`src/sv/ctrk_pkg.sv`:
```
`timescale 1ns / 1ps
`default_nettype none
// ----------------------------------------------------------------------------
// ctrk_pkg
// Shared types and codes of the contact enter/stay/exit tracker.
// ----------------------------------------------------------------------------
package ctrk_pkg;

    localparam int ID_W  = 16;
    localparam int TAG_W = 16;

    typedef logic [ID_W-1:0]  id_t;
    typedef logic [TAG_W-1:0] tag_t;
    typedef logic [2:0]       kind_t;

    // input commands
    localparam logic CMD_REPORT = 1'b0;
    localparam logic CMD_EOF    = 1'b1;

    // event kinds
    localparam kind_t KIND_ENTER = 3'd0;
    localparam kind_t KIND_STAY  = 3'd1;
    localparam kind_t KIND_EXIT  = 3'd2;
    localparam kind_t KIND_DROP  = 3'd3;
    localparam kind_t KIND_DONE  = 3'd4;

    // classified item handed from front to back
    typedef struct packed {
        logic is_eof;
        id_t  id;
        tag_t tag;
    } item_t;

endpackage
`default_nettype wire

```
`src/sv/contact_enter_stay_exit_tracker.sv`:
```
`timescale 1ns / 1ps
`default_nettype none
// ----------------------------------------------------------------------------
// contact_enter_stay_exit_tracker
// Tracks contacts across frames and reports enter, stay and exit events.
// ----------------------------------------------------------------------------
// Input channel (in_valid / in_stall): command 0 reports a contact with
// other_id and contact_tag, command 1 closes the frame. Output channel
// (out_valid / out_stall): one event per transfer with event_kind, event_id,
// event_tag and last set on the final event caused by an input.
// A report gives one event (enter, stay, or dropped when the current list
// holds LIST_DEPTH entries). End of frame gives one exit per unmatched entry
// of the previous frame in stored order, or one done marker, then swaps lists.
// The first event of an item passes through the input queue, the back-end
// state register and the event register. A report passes the back end as a
// queue pop, then the parallel compare against the previous list; end of
// frame pops the item, then emits each exit event or the done marker.
// Reset empties both lists. A stall on the output holds the event register;
// the two-entry input queue keeps taking items until it fills.
// ----------------------------------------------------------------------------
module contact_enter_stay_exit_tracker #(
    parameter int LIST_DEPTH = 16
) (
    input  wire logic           clk,
    input  wire logic           rst_n,
    input  wire logic           in_valid,
    output logic                in_stall,
    input  wire logic           command,
    input  wire ctrk_pkg::id_t  other_id,
    input  wire ctrk_pkg::tag_t contact_tag,
    output logic                out_valid,
    input  wire logic           out_stall,
    output ctrk_pkg::kind_t     event_kind,
    output ctrk_pkg::id_t       event_id,
    output ctrk_pkg::tag_t      event_tag,
    output logic                last
);
    import ctrk_pkg::*;

    logic  q_valid;
    logic  q_pop;
    item_t q_item;

    ctrk_front u_front (
        .clk         (clk),
        .rst_n       (rst_n),
        .in_valid    (in_valid),
        .in_stall    (in_stall),
        .command     (command),
        .other_id    (other_id),
        .contact_tag (contact_tag),
        .q_valid     (q_valid),
        .q_item      (q_item),
        .q_pop       (q_pop)
    );

    ctrk_back #(
        .LIST_DEPTH (LIST_DEPTH)
    ) u_back (
        .clk        (clk),
        .rst_n      (rst_n),
        .q_valid    (q_valid),
        .q_item     (q_item),
        .q_pop      (q_pop),
        .out_valid  (out_valid),
        .out_stall  (out_stall),
        .event_kind (event_kind),
        .event_id   (event_id),
        .event_tag  (event_tag),
        .last       (last)
    );

endmodule
`default_nettype wire

```
`src/sv/ctrk_front.sv`:
```
`timescale 1ns / 1ps
`default_nettype none
// ----------------------------------------------------------------------------
// ctrk_front
// Accepts input transfers, classifies them and holds them in a two-entry
// queue for the back end.
// ----------------------------------------------------------------------------
module ctrk_front (
    input  wire logic           clk,
    input  wire logic           rst_n,
    input  wire logic           in_valid,
    output logic                in_stall,
    input  wire logic           command,
    input  wire ctrk_pkg::id_t  other_id,
    input  wire ctrk_pkg::tag_t contact_tag,
    output logic                q_valid,
    output ctrk_pkg::item_t     q_item,
    input  wire logic           q_pop
);
    import ctrk_pkg::*;

    item_t      fifo_mem [2];
    logic       wr_ptr_reg;
    logic       wr_ptr_next;
    logic       rd_ptr_reg;
    logic       rd_ptr_next;
    logic [1:0] count_reg;
    logic [1:0] count_next;
    logic       push;
    item_t      new_item;

    assign in_stall = (count_reg == 2'd2);
    assign push     = in_valid && !in_stall;
    assign q_valid  = (count_reg != 2'd0);
    assign q_item   = fifo_mem[rd_ptr_reg];

    always_comb
    begin
        new_item.is_eof = (command == CMD_EOF);
        new_item.id     = other_id;
        new_item.tag    = contact_tag;
    end

    always_comb
    begin
        wr_ptr_next = push  ? ~wr_ptr_reg : wr_ptr_reg;
        rd_ptr_next = q_pop ? ~rd_ptr_reg : rd_ptr_reg;
        count_next  = count_reg;
        if (push && !q_pop)
        begin
            count_next = count_reg + 2'd1;
        end
        else if (!push && q_pop)
        begin
            count_next = count_reg - 2'd1;
        end
    end

    always_ff @(posedge clk or negedge rst_n)
    begin
        if (!rst_n)
        begin
            wr_ptr_reg <= 1'b0;
            rd_ptr_reg <= 1'b0;
            count_reg  <= 2'd0;
        end
        else
        begin
            wr_ptr_reg <= wr_ptr_next;
            rd_ptr_reg <= rd_ptr_next;
            count_reg  <= count_next;
        end
    end

    always_ff @(posedge clk)
    begin
        if (push)
        begin
            fifo_mem[wr_ptr_reg] <= new_item;
        end
    end

`ifndef SYNTHESIS
    a_pop_nonempty: assert property (@(posedge clk) disable iff (!rst_n)
        q_pop |-> q_valid)
        else $error("queue popped while empty");

    a_count_range: assert property (@(posedge clk) disable iff (!rst_n)
        count_reg != 2'd3)
        else $error("queue count out of range");
`endif

endmodule
`default_nettype wire

```
`src/sv/ctrk_back.sv`:
```
`timescale 1ns / 1ps
`default_nettype none
// ----------------------------------------------------------------------------
// ctrk_back
// Matches reports against the previous frame's list, keeps the current list
// and emits events through an output register. Lists live in two banks that
// swap roles at end of frame.
// ----------------------------------------------------------------------------
module ctrk_back #(
    parameter int LIST_DEPTH = 16
) (
    input  wire logic            clk,
    input  wire logic            rst_n,
    input  wire logic            q_valid,
    input  wire ctrk_pkg::item_t q_item,
    output logic                 q_pop,
    output logic                 out_valid,
    input  wire logic            out_stall,
    output ctrk_pkg::kind_t      event_kind,
    output ctrk_pkg::id_t        event_id,
    output ctrk_pkg::tag_t       event_tag,
    output logic                 last
);
    import ctrk_pkg::*;

    localparam int IDX_W = (LIST_DEPTH > 1) ? $clog2(LIST_DEPTH) : 1;
    localparam int CNT_W = $clog2(LIST_DEPTH + 1);

    typedef enum logic [1:0] {
        S_IDLE,
        S_MATCH,
        S_EXIT
    } state_t;

    typedef logic [LIST_DEPTH-1:0] mask_t;

    // two banks: bank sel_reg holds the previous list, the other the current
    id_t  ids_mem  [2][LIST_DEPTH];
    tag_t tags_mem [2][LIST_DEPTH];

    state_t           state_reg;
    state_t           state_next;
    item_t            work_reg;
    item_t            work_next;
    logic             sel_reg;
    logic             sel_next;
    mask_t            live_reg;
    mask_t            live_next;
    logic [CNT_W-1:0] count_reg;
    logic [CNT_W-1:0] count_next;
    logic             out_valid_reg;
    logic             out_valid_next;
    kind_t            kind_reg;
    kind_t            kind_next;
    id_t              id_reg;
    id_t              id_next;
    tag_t             tag_reg;
    tag_t             tag_next;
    logic             last_reg;
    logic             last_next;

    logic             slot_free;
    logic             list_full;
    logic             wr_en;
    logic [IDX_W-1:0] wr_idx;
    logic             swap;
    mask_t            hit;
    mask_t            hit_first;
    mask_t            exit_first;
    mask_t            live_rem;
    mask_t            fill_mask;
    id_t              exit_id;
    tag_t             exit_tag;

    assign out_valid  = out_valid_reg;
    assign event_kind = kind_reg;
    assign event_id   = id_reg;
    assign event_tag  = tag_reg;
    assign last       = last_reg;

    assign slot_free = !out_valid_reg || !out_stall;
    assign list_full = (count_reg == CNT_W'(LIST_DEPTH));
    assign wr_idx    = count_reg[IDX_W-1:0];

    // parallel compare against every live previous entry
    always_comb
    begin
        for (int i = 0; i < LIST_DEPTH; i++)
        begin
            hit[i]       = live_reg[i] && (ids_mem[sel_reg][i] == work_reg.id);
            fill_mask[i] = (CNT_W'(i) < count_reg);
        end
    end

    // isolate the lowest set bit
    assign hit_first  = hit & (~hit + mask_t'(1));
    assign exit_first = live_reg & (~live_reg + mask_t'(1));
    assign live_rem   = live_reg & ~exit_first;

    always_comb
    begin
        exit_id  = '0;
        exit_tag = '0;
        for (int i = 0; i < LIST_DEPTH; i++)
        begin
            exit_id  = exit_id  | ({ID_W{exit_first[i]}}  & ids_mem[sel_reg][i]);
            exit_tag = exit_tag | ({TAG_W{exit_first[i]}} & tags_mem[sel_reg][i]);
        end
    end

    always_comb
    begin
        state_next     = state_reg;
        work_next      = work_reg;
        sel_next       = sel_reg;
        live_next      = live_reg;
        count_next     = count_reg;
        out_valid_next = out_valid_reg && out_stall;
        kind_next      = kind_reg;
        id_next        = id_reg;
        tag_next       = tag_reg;
        last_next      = last_reg;
        q_pop          = 1'b0;
        wr_en          = 1'b0;
        swap           = 1'b0;

        unique case (state_reg)
            S_IDLE:
            begin
                if (q_valid)
                begin
                    q_pop      = 1'b1;
                    work_next  = q_item;
                    state_next = q_item.is_eof ? S_EXIT : S_MATCH;
                end
            end
            S_MATCH:
            begin
                if (slot_free)
                begin
                    out_valid_next = 1'b1;
                    id_next        = work_reg.id;
                    tag_next       = work_reg.tag;
                    last_next      = 1'b1;
                    state_next     = S_IDLE;
                    if (list_full)
                    begin
                        kind_next = KIND_DROP;
                    end
                    else
                    begin
                        kind_next  = (|hit) ? KIND_STAY : KIND_ENTER;
                        live_next  = live_reg & ~hit_first;
                        wr_en      = 1'b1;
                        count_next = count_reg + CNT_W'(1);
                    end
                end
            end
            S_EXIT:
            begin
                if (slot_free)
                begin
                    out_valid_next = 1'b1;
                    if (live_reg == '0)
                    begin
                        kind_next = KIND_DONE;
                        id_next   = '0;
                        tag_next  = '0;
                        last_next = 1'b1;
                        swap      = 1'b1;
                    end
                    else
                    begin
                        kind_next = KIND_EXIT;
                        id_next   = exit_id;
                        tag_next  = exit_tag;
                        last_next = (live_rem == '0);
                        live_next = live_rem;
                        swap      = (live_rem == '0);
                    end
                end
            end
            default:
            begin
                state_next = S_IDLE;
            end
        endcase

        // current list becomes the previous list, all entries live
        if (swap)
        begin
            sel_next   = ~sel_reg;
            live_next  = fill_mask;
            count_next = '0;
            state_next = S_IDLE;
        end
    end

    always_ff @(posedge clk or negedge rst_n)
    begin
        if (!rst_n)
        begin
            state_reg     <= S_IDLE;
            work_reg      <= '0;
            sel_reg       <= 1'b0;
            live_reg      <= '0;
            count_reg     <= '0;
            out_valid_reg <= 1'b0;
            kind_reg      <= '0;
            id_reg        <= '0;
            tag_reg       <= '0;
            last_reg      <= 1'b0;
        end
        else
        begin
            state_reg     <= state_next;
            work_reg      <= work_next;
            sel_reg       <= sel_next;
            live_reg      <= live_next;
            count_reg     <= count_next;
            out_valid_reg <= out_valid_next;
            kind_reg      <= kind_next;
            id_reg        <= id_next;
            tag_reg       <= tag_next;
            last_reg      <= last_next;
        end
    end

    always_ff @(posedge clk)
    begin
        if (wr_en)
        begin
            ids_mem[~sel_reg][wr_idx]  <= work_reg.id;
            tags_mem[~sel_reg][wr_idx] <= work_reg.tag;
        end
    end

`ifndef SYNTHESIS
    a_count_bound: assert property (@(posedge clk) disable iff (!rst_n)
        count_reg <= CNT_W'(LIST_DEPTH))
        else $error("current list count beyond depth");

    a_done_clean: assert property (@(posedge clk) disable iff (!rst_n)
        (out_valid_reg && kind_reg == KIND_DONE) |-> (last_reg && id_reg == '0
            && tag_reg == '0))
        else $error("done marker malformed");

    a_swap_clears: assert property (@(posedge clk) disable iff (!rst_n)
        swap |=> (count_reg == '0 && sel_reg != $past(sel_reg)))
        else $error("frame swap did not clear current list");
`endif

endmodule
`default_nettype wire

```
`config.mk`:
```
export PLATFORM = sky130hd
export DESIGN_NAME = contact_enter_stay_exit_tracker
export DESIGN_NICKNAME = d
export VERILOG_FILES = /design/src/sv/ctrk_pkg.sv /design/src/sv/contact_enter_stay_exit_tracker.sv /design/src/sv/ctrk_front.sv /design/src/sv/ctrk_back.sv
export SDC_FILE = /design/constraint.sdc
export NUM_CORES = 2
export LEC_CHECK = 0
export BUFFER_PORTS_ARGS = -buffer_cell sky130_fd_sc_hd__buf_2
export CAP_MARGIN = 10
export CORE_AREA = 2 2 302 304
export DETAILED_ROUTE_END_ITERATION = 8
export DIE_AREA = 0 0 304 306
export PLACE_DENSITY_LB_ADDON = 0.25
export SETUP_SLACK_MARGIN = 0.3
export SLEW_MARGIN = 30
export SYNTH_ARGS = -nofsm -noshare
export SYNTH_HDL_FRONTEND = slang
export SYNTH_HIERARCHICAL = 1
export SYNTH_SLANG_ARGS = --single-unit
```
`constraint.sdc`:
```
create_clock -name clk -period 4.3 [get_ports clk]
set_input_delay 0.215 -clock clk [delete_from_list [all_inputs] [get_ports clk]]
set_output_delay 0.215 -clock clk [all_outputs]
set_load 0.03 [all_outputs]
```
==> impl_metrics.ini <==
[status]
run_status = complete, no violations

[sta]
max_slew_margin_pct = 32.22
tns_ns = 0
max_freq_ghz = 0.2616
hold_viol = 0
slew_violations = 0
worstMarginPinSlew_ns = 1.007
setup_viol = 0
skew_ns = 0.03043
period_needed_ns = 3.822
period_share_pct = 88.89
fin_hold_ws_ns = 0.02560
rsz0062_at_grt = no

[setup_path]
start_kind = flip-flop
reg2reg_to = u_back/ids_mem[0][173]
cp.arrival_ns = 4.21
rr_startpoint = u_back/count_reg[1]
required_ns = 4.68
endpoint_kind = flip-flop
critical_path_class = reg2reg
reg2reg_depth = 8
ff2ff_setup_slack_ns = 0.48
cp_max_fo = 23

[grt]
grt_pass1_wl_um = 202500
track_usage_pct = 29.75
grt_max_degree = 58
antenna_found_initial = 4
grt_overflow_total = 0
grt_pass1_vias = 29241

[floorplanning]
fp.coreArea_mm2 = 0.08960
initial_core_util_pct = 54.82
fp.dieArea_mm2 = 0.09302
rows = 110
dieWidth_um = 304
fp.dieH_um = 306
io_pins = 75

[synth]
synth_area_mm2 = 0.04912
synth_top_area_share_pct = 66.64
synthCells = 3082
yosysWarnings = 6
synth.avg_cell_area_um2 = 15.94
synth_most_common_cell = edfxtp_1
synth-edff-count = 1090
synth_area_leaders = edfxtp_1 (67%), mux2i_1 (7.9%), dfrtp_1 (4.9%)
synthTopCellsByCount = edfxtp_1 (1090), mux2i_1 (387), xnor2_1 (210)
async_flop_share_pct = 8.172
synth_cell_types = 73
ys_ff_latch = 1187
syn_nets = 3127
yosysTopAreaCell = edfxtp_1
yosysSeqAreaShare_pct = 71.58
synth_flop_cell = edfxtp_1

[power_and_ir_drop]
pwr-share-clk_pct = 30.1
seqPwrFrac_pct = 49.1
p_sw_share_pct = 31.57
leakage_nw = 21.19
p_per_area_mw_per_mm2 = 604.9
vdd_drop_max_mv = 0.5446
p_switching_mw = 10.73
p_int_mw = 23.26
combPwrFrac_pct = 20.8

[placed_design]
io_buffer_count = 74
dp_hpwl_um = 90420
gp_congestion = 0.9435

[clock_tree]
insertion_delay_ns = 0.72
clock_path_buffers = 3
root_buffer = clkbuf_16
path_clk_slew_ns = 0.06
cts_buffers = 116
numClockSinks = 1187
h-tree-depth = 3
cts_tree = yes

[route]
vias = 29623
drt_iter0_drc = 4131
drcViolationCount = 0
ant_nets = 0
routed_via_density = 6.475
routed_wl_um = 139300
drtPass1Iterations = 6
wl_per_cell_um = 30.45

[finish]
area_growth_pct = 14.43
final_layout_size_suffix_gt1_share_pct = 17.30
top_regs = u_back/ids_mem x512, u_back/tags_mem x512, u_front/fifo_mem x66
finalNetCount = 3344

[run]
cap_violations = 0

[hold_path]
min_path_type = in2async
==> metal layers <==
metal	vias to the layer above	GRT usage [%]	part of all wire [%]
li1	12545	-	-
met4	2	10.01	3.3
met3	275	5.613	11
met5	-	0	0.0093
met1	15052	42.71	40
met2	1749	46.12	46
==> through the flow <==
step | total power, mW | utilization [%] | cells | area [µm²] | worst slack, ns
global route | 34.98 | 62.73 | 4574 | 56200 | 0.3177
global placement | 23.49 | 57.94 | 4316 | 51910 | 0.4765
detailed placement | 23.72 | 57.94 | 4316 | 51910 | 0.4395
floorplan | 20.24 | - | 3082 | 49160 | -0.3158
finish | 34.00 | 62.73 | 4575 | 56210 | 0.4779
CTS | 33.86 | 62.66 | 4570 | 56140 | 0.4103
==> worst max-delay path by stage <==
stage,from,to,cells past startpoint
finish,u_back/count_reg[1],u_back/ids_mem[0][173],8
global route,u_back/count_reg[1],u_back/tags_mem[0][20],8
CTS,u_back/sel_reg,u_back/event_kind[0],10
detailed placement,u_back/sel_reg,u_back/event_kind[0],10
global placement,u_back/sel_reg,u_back/live_reg[15],10
floorplan,u_back/sel_reg,u_back/ids_mem[1][16],9
==> power groups by stage <==
stage / combinational, mW / sequential, mW / clock (mW)
final: 7.09 / 16.7 / 10.2
after global routing: 7.44 / 16.7 / 10.8
after CTS: 6.96 / 16.6 / 10.3
after detailed placement: 6.90 / 16.8 / 0
after global placement: 6.77 / 16.7 / 0
after floorplan: 3.89 / 16.4 / 0
==> cell type report <==
cell class | count | area (µm²)
fill | 6331 | 33390
timing repair buffer | 286 | 2342
tap | 1176 | 1471
clock buffer | 148 | 3113
antenna | 1 | 2.502
multi-input combinational | 1686 | 13270
clock inverter | 69 | 733.2
sequential | 1187 | 35190
inverter | 22 | 82.58
==> worst max-delay path, cell delays in order, from the launching register on <==
cell and delay (ns):
dfrtp_1 0.66, inv_1 0.18, ha_1 0.24, and3_1 0.23, nand2b_1 0.27, nor2_1 0.34
nand2_1 0.57, nor2_4 0.69, buf_12 0.27
==> cells in the final DEF (no fill, tap or decap), types with 49 or more instances in the layout <==
cell	count
edfxtp_1	1090
mux2i_1	387
xnor2_1	210
buf_4	154
o22ai_1	129
clkbuf_16	116
nand2_1	115
nor2_1	97
nor4_1	76
dfrtp_1	75
buf_2	73
o21ai_0	54
mux2_2	49
==> kinds of logic (layout without fill, tap and decap cells) <==
logic type	count (synthesis)	after routing	share of synthesized area, %
simple gates	514	514	5.382
fa+ha+maj	9	9	0.2242
other cells	0	1	0
compound gates	446	446	6.470
flops	1187	1187	71.58
xor+xnor	252	252	4.493
buf+inv	209	525	1.954
mux	465	465	9.896
==> timing repair <==
item / 4_1_cts / 5_1_grt
resized for setup: 0 / 0
setup endpoints to repair: 0 / 33
hold endpoints to repair: 122 / 0
hold buffers: 37 / 0
buffers inserted: 0 / 4
No activity file was read; power rests on OpenSTA's default activity.
